==> config.mk <==
export PLATFORM = sky130hd
export DESIGN_NAME = cc20_ctrl
export DESIGN_NICKNAME = d
export VERILOG_FILES = /design/src/hw/rtl/cc20_pkg.sv /design/src/hw/rtl/cc20_ctrl.sv
export SDC_FILE = /design/constraint.sdc
export NUM_CORES = 1
export LEC_CHECK = 0
export BUFFER_PORTS_ARGS = -buffer_cell sky130_fd_sc_hd__buf_4
export CAP_MARGIN = 10
export CORE_AREA = 2 2 39 41
export CTS_CLUSTER_SIZE = 40
export DETAILED_ROUTE_END_ITERATION = 7
export DIE_AREA = 0 0 41 43
export GPL_TIMING_DRIVEN = 0
export PLACE_DENSITY = 0.75
export SLEW_MARGIN = 20
export SYNTH_ARGS = -nofsm -noshare
export SYNTH_HDL_FRONTEND = slang
export SYNTH_SLANG_ARGS = --single-unit
export TNS_END_PERCENT = 20
==> constraint.sdc <==
create_clock -name clk -period 4 [get_ports clk]
set_input_delay 0.8 -clock clk [delete_from_list [all_inputs] [get_ports clk]]
set_output_delay 0.8 -clock clk [all_outputs]
set_load 0.02 [all_outputs]
==> src/hw/rtl/cc20_pkg.sv <==
// ChaCha20 stream XOR: shared types, constants and helper functions.
// No dependencies; used by every module under hw/rtl.
`timescale 1ns / 1ps
package cc20_pkg;

  localparam int DoubleRounds = 10;
  localparam int RoundBits    = 5;   // counts 0 .. 2*DoubleRounds-1

  localparam logic [31:0] Sigma0 = 32'h61707865;
  localparam logic [31:0] Sigma1 = 32'h3320646e;
  localparam logic [31:0] Sigma2 = 32'h79622d32;
  localparam logic [31:0] Sigma3 = 32'h6b206574;

  localparam int CfgIdxBits  = 3;
  localparam int CfgDataBits = 64;

  typedef enum logic [CfgIdxBits-1:0] {
    CFG_KEY_A    = 3'd0,
    CFG_KEY_B    = 3'd1,
    CFG_KEY_C    = 3'd2,
    CFG_KEY_D    = 3'd3,
    CFG_NONCE_LO = 3'd4,
    CFG_NONCE_HI = 3'd5
  } cfg_idx_t;

  typedef struct packed {
    logic       end_of_message;
    logic [7:0] data_byte;
  } in_word_t;

  typedef struct packed {
    logic       end_of_message_out;
    logic [7:0] cipher_byte;
  } out_word_t;

  typedef logic [15:0][31:0] state_t;

  typedef enum logic [1:0] {
    ST_IDLE,
    ST_ROUND,
    ST_FINISH,
    ST_STREAM
  } ctl_state_t;

  // controller -> datapath
  typedef struct packed {
    logic load;      // latch initial state from key, nonce, counter
    logic round;     // run one half round (column or diagonal)
    logic diag;      // half round is diagonal
    logic finish;    // add input words back
    logic consume;   // emit one byte
    logic restart;   // end of message: counter and position to zero
  } dp_cmd_t;

  // datapath -> controller
  typedef struct packed {
    logic last_byte; // position 63
  } dp_sts_t;

  function automatic logic [31:0] rotl32(input logic [31:0] v, input int n);
    rotl32 = (v << n) | (v >> (32 - n));
  endfunction

  function automatic logic [127:0] qround(input logic [31:0] a, input logic [31:0] b,
                                          input logic [31:0] c, input logic [31:0] d);
    logic [31:0] ta, tb, tc, td;
    ta = a + b;   td = rotl32(d ^ ta, 16);
    tc = c + td;  tb = rotl32(b ^ tc, 12);
    ta = ta + tb; td = rotl32(td ^ ta, 8);
    tc = tc + td; tb = rotl32(tb ^ tc, 7);
    qround = {ta, tb, tc, td};
  endfunction

endpackage

==> src/hw/rtl/cc20_ctrl.sv <==
// ChaCha20 stream XOR: controller state machine.
// Uses cc20_pkg; drives the datapath by dp_cmd_t, reads dp_sts_t.
`timescale 1ns / 1ps
module cc20_ctrl (
  input  logic                 clk,
  input  logic                 rst,
  input  logic                 in_valid,
  output logic                 in_stall,
  input  logic                 in_last,
  output logic                 out_valid,
  input  logic                 out_stall,
  output cc20_pkg::dp_cmd_t    cmd,
  input  cc20_pkg::dp_sts_t    sts
);
  import cc20_pkg::*;

  ctl_state_t               state, state_next;
  logic [RoundBits-1:0]     rnd, rnd_next;
  logic                     ready, ready_next;   // keystream block valid
  logic                     ovalid, ovalid_next;
  logic                     take;

  // output register is free, or being emptied this cycle
  logic oreg_free;
  assign oreg_free = !ovalid || !out_stall;
  assign out_valid = ovalid;

  always_comb begin
    state_next = state;
    unique case (state)
      ST_IDLE:   if (in_valid && !ready) state_next = ST_ROUND;
                 else if (ready) state_next = ST_STREAM;
      ST_ROUND:  if (rnd == RoundBits'(2*DoubleRounds-1)) state_next = ST_FINISH;
      ST_FINISH: state_next = ST_STREAM;
      ST_STREAM: if (take && (in_last || sts.last_byte)) state_next = ST_IDLE;
      default:   state_next = ST_IDLE;
    endcase
  end

  always_comb begin
    cmd        = '0;
    in_stall   = 1'b1;
    take       = 1'b0;
    rnd_next   = rnd;
    ready_next = ready;
    unique case (state)
      ST_IDLE: begin
        if (in_valid && !ready) begin
          cmd.load = 1'b1;
          rnd_next = '0;
        end
      end
      ST_ROUND: begin
        cmd.round = 1'b1;
        cmd.diag  = rnd[0];
        rnd_next  = rnd + 1'b1;
      end
      ST_FINISH: begin
        cmd.finish = 1'b1;
        ready_next = 1'b1;
      end
      ST_STREAM: begin
        in_stall = !oreg_free;
        take     = in_valid && oreg_free;
        if (take) begin
          cmd.consume = 1'b1;
          cmd.restart = in_last;
          if (in_last || sts.last_byte) ready_next = 1'b0;
        end
      end
      default: ;
    endcase
  end

  always_comb begin
    ovalid_next = ovalid;
    if (!out_stall) ovalid_next = 1'b0;
    if (take) ovalid_next = 1'b1;
  end

  always_ff @(posedge clk) begin
    if (rst) begin
      state  <= ST_IDLE;
      rnd    <= '0;
      ready  <= 1'b0;
      ovalid <= 1'b0;
    end else begin
      state  <= state_next;
      rnd    <= rnd_next;
      ready  <= ready_next;
      ovalid <= ovalid_next;
    end
  end
endmodule

==> metrics <==
Cell variety after synth 29; clock tree from TritonCTS yes; drt first pass iters 4; later-pin clock latency in the skew report 270 ps; Req. time, crit path 3200 ps; overall track demand over capacity in global routing 15.9%; number of instances resized during post-cts repair 0; Commonest cells post-synth sky130_fd_sc_hd__dfxtp_1 (9), sky130_fd_sc_hd__nor2_1 (8), sky130_fd_sc_hd__ha_1 (6); wire length of the first global-routing pass 1850 µm; Num Clock Sinks 9; delay contributed by the slowest stage of the critical path 130 ps; static leakage 0.000317 µW; I/O Pins 14; arrival time at the worst endpoint 1470 ps; FP Rows 14; Seq/Total Area, Yosys 31.6%; Clock Pin Slew Worst Setup and Hold Paths 60 ps; DRC violation count after routing 0; Max-Slew Margin vs Limit 77.4%; Worst Path Max Fanout 4; largest cells by area after synthesis sky130_fd_sc_hd__dfxtp_1 (32%), sky130_fd_sc_hd__ha_1 (13%), sky130_fd_sc_hd__nor2_1 (5.3%), sky130_fd_sc_hd__a21oi_1 (3.5%), sky130_fd_sc_hd__o21ai_0 (3.5%); overall power consumption 440 µW; worst IR drop on VDD 0.355 mV; fraction of the cycle the final worst path needs 56.7%; CTS Buffer Depth 2; buffers inserted during post-CTS setup optimization 0; Syn Area/Cell 8.63 µm²; floorplan die width 41 µm; vias in the first global route 449; most area-hungry cell type in the Yosys netlist sky130_fd_sc_hd__dfxtp_1; most used flip-flop cell after synthesis sky130_fd_sc_hd__dfxtp_1; number of buffers inserted by hold repair at cts 0; largest delay contributor family on the critical path simple AND/OR/NAND/NOR gates; layout cell share with drive strength beyond 1 24.4%; Final Net Count 95; max cap viols 0; fraction of synthesis flops using an asynchronous set or reset pin 0%; gate count of the mapped netlist 66; Warnings, synthesis 0; clock buffers created by TritonCTS 3; input/output buffers 12; most instantiated library cell after synthesis sky130_fd_sc_hd__dfxtp_1; initial antenna violation count 0; Seq cells post-synth 9; setup repair after global routing missed its margin false; maximum achievable frequency 441 MHz; minimum period implied by the final worst setup slack 2270 ps; global route overflow 0; placed cell count 94; detailed placement HPWL 861 µm; average via count per standard cell 5.18; areal power density over the cells 623 nW/µm²; Final GP Congestion 0.760; Final Routed Wirelength 1070 µm; CORE AREA 1380 µm²; Hold WC Path Type reg -> reg; max-slew violation count 0; area fraction of the dominant cell type after synthesis 31.6%; Hold Vio Cnt, Final 0; depth of the CTS H-tree 1; die footprint 1760 µm²; Final Setup Violations 0; ANT cells 0; total via count in the routed design 508; number of non-filler instances in the completed layout 98; worst hold margin 506 ps; DRC marker count from the first detailed-route iteration 9; most frequent cell on the critical path sky130_fd_sc_hd__buf_4; Post-DRT Antenna Nets 0; number of flops mapped to enable cells by yosys 0; Filler cells 143; synthesized area 569 µm²; maximum number of pins on one net before global-route repair 10; setup_tns 0 ps; Synthesized Nets 78; Root Driver sky130_fd_sc_hd__clkbuf_4; Worst Path Class, Setup in -> out; Die H 43 µm; Critical Path, Cell by Cell buf_4, nand2_1, nand3_1, inv_1, and2_1, buf_4; Routed wire per std cell 10.9 µm; transition time at the pin with the least slew margin 339 ps; total buffers and inverters traversed by the critical path 3; CP startpoint kind input port; Layout Area Growth over Synthesis 24.0%; effective utilization at floorplan 41.1%; Worst setup EP type output port; Critical Path Slowest Stage Cell sky130_fd_sc_hd__buf_4; worst clock skew 0.696 ps; outcome complete, no violations
sequential cells by signal, summed over array words and instances, names as in the netlist:
| register | flops |
|---|---|
| ready | 1 |
| state | 2 |
| out_valid | 1 |
| rnd | 5 |
layer usage:
metal	part of all wire (%)	wire [µm]	vias to the layer above	GRT usage (%)
met4	4.1	44	0	14.0
met2	50	541	7	23.4
met5	0	0	-	0
met3	3.3	35	5	3.14
met1	42	450	232	18.3
li1	-	-	264	-
worst reg2reg max path: cells and delay by family (launching register included):
kind                     cells  cell delay (ps)
AO/OA/AOI/OAI                2              190
adder cells (fa/ha/maj)      1              250
buffers and inverters        2              210
flip-flops                   1              360
AND/OR/NAND/NOR              1              520
cells by family after synthesis:
family | after synthesis | synth area share (%)
AO/OA/AOI/OAI | 16 | 18.2
XOR/XNOR | 2 | 3.08
adder cells (fa/ha/maj) | 6 | 13.2
buffers and inverters | 7 | 6.59
flip-flops | 9 | 31.6
multiplexers | 1 | 1.76
AND/OR/NAND/NOR | 25 | 25.5
final timing paths:
path | from | endpoint | slack, ps | depth (start not counted)
max | out_stall | cmd[0] | 1730 | 6
min | rnd[3] | rnd[3] | 510 | 2
max reg2reg | state[1] | state[0] | 2400 | 6
min reg2reg | rnd[3] | rnd[3] | 510 | 2
final cells by class:
| cell class | count | area (µm²) | area share, % |
|---|---|---|---|
| Multi-Input combinational cell | 50 | 352 | 49.8 |
| Sequential cell | 9 | 180 | 25.5 |
| Timing Repair Buffer | 12 | 90.1 | 12.8 |
| Clock buffer | 4 | 26.3 | 3.72 |
| Buffer | 3 | 22.5 | 3.19 |
| Tap cell | 16 | 20.0 | 2.84 |
| Inverter | 4 | 15.0 | 2.13 |
cells in the final DEF, fill, tap and decap left out:
| cell | netlist | routed |
|---|---|---|
| sky130_fd_sc_hd__buf_4 | 1 | 13 |
| sky130_fd_sc_hd__dfxtp_1 | 9 | 9 |
| sky130_fd_sc_hd__nor2_1 | 8 | 8 |
| sky130_fd_sc_hd__ha_1 | 6 | 6 |
| sky130_fd_sc_hd__nand2_1 | 4 | 4 |
| sky130_fd_sc_hd__inv_1 | 4 | 4 |
| sky130_fd_sc_hd__o21ai_0 | 4 | 4 |
| sky130_fd_sc_hd__a21oi_1 | 4 | 4 |
| sky130_fd_sc_hd__clkbuf_4 | 0 | 3 |
| sky130_fd_sc_hd__nand3_1 | 2 | 2 |
| sky130_fd_sc_hd__and2_1 | 2 | 2 |
| sky130_fd_sc_hd__clkbuf_1 | 1 | 2 |
| sky130_fd_sc_hd__xor2_1 | 2 | 2 |
| sky130_fd_sc_hd__or4_1 | 2 | 2 |
| sky130_fd_sc_hd__o31ai_1 | 2 | 2 |
| sky130_fd_sc_hd__and3b_1 | 1 | 1 |
| sky130_fd_sc_hd__buf_6 | 1 | 1 |
| sky130_fd_sc_hd__and2b_4 | 1 | 1 |
| sky130_fd_sc_hd__nor2_4 | 1 | 1 |
| sky130_fd_sc_hd__or3_1 | 1 | 1 |
| sky130_fd_sc_hd__a21o_2 | 1 | 1 |
| sky130_fd_sc_hd__o211ai_1 | 1 | 1 |
| sky130_fd_sc_hd__mux2i_1 | 1 | 1 |
| sky130_fd_sc_hd__and4bb_1 | 1 | 1 |
| sky130_fd_sc_hd__o2bb2ai_1 | 1 | 1 |
| sky130_fd_sc_hd__o21a_1 | 1 | 1 |
| sky130_fd_sc_hd__a21boi_0 | 1 | 1 |
| sky130_fd_sc_hd__nand3b_1 | 1 | 1 |
| sky130_fd_sc_hd__o2111ai_1 | 1 | 1 |
| sky130_fd_sc_hd__nand2b_1 | 1 | 1 |
per-stage QoR:
step           worst slack [ps]  util [%]  area (µm²)
4_1_cts                    1730      51.0         706
5_1_grt                    1670      51.0         706
3_3_place_gp               1750      49.1         679
2_1_floorplan              1930         -         569
3_5_place_dp               1740      49.1         679
6_report                   1730      51.0         706
where the power goes:
| part | internal [µW] | switching [µW] |
|---|---|---|
| clock | 38.6 | 34.9 |
| combinational | 110 | 135 |
| sequential | 107 | 14.1 |
No activity file was read; power rests on OpenSTA's default activity.
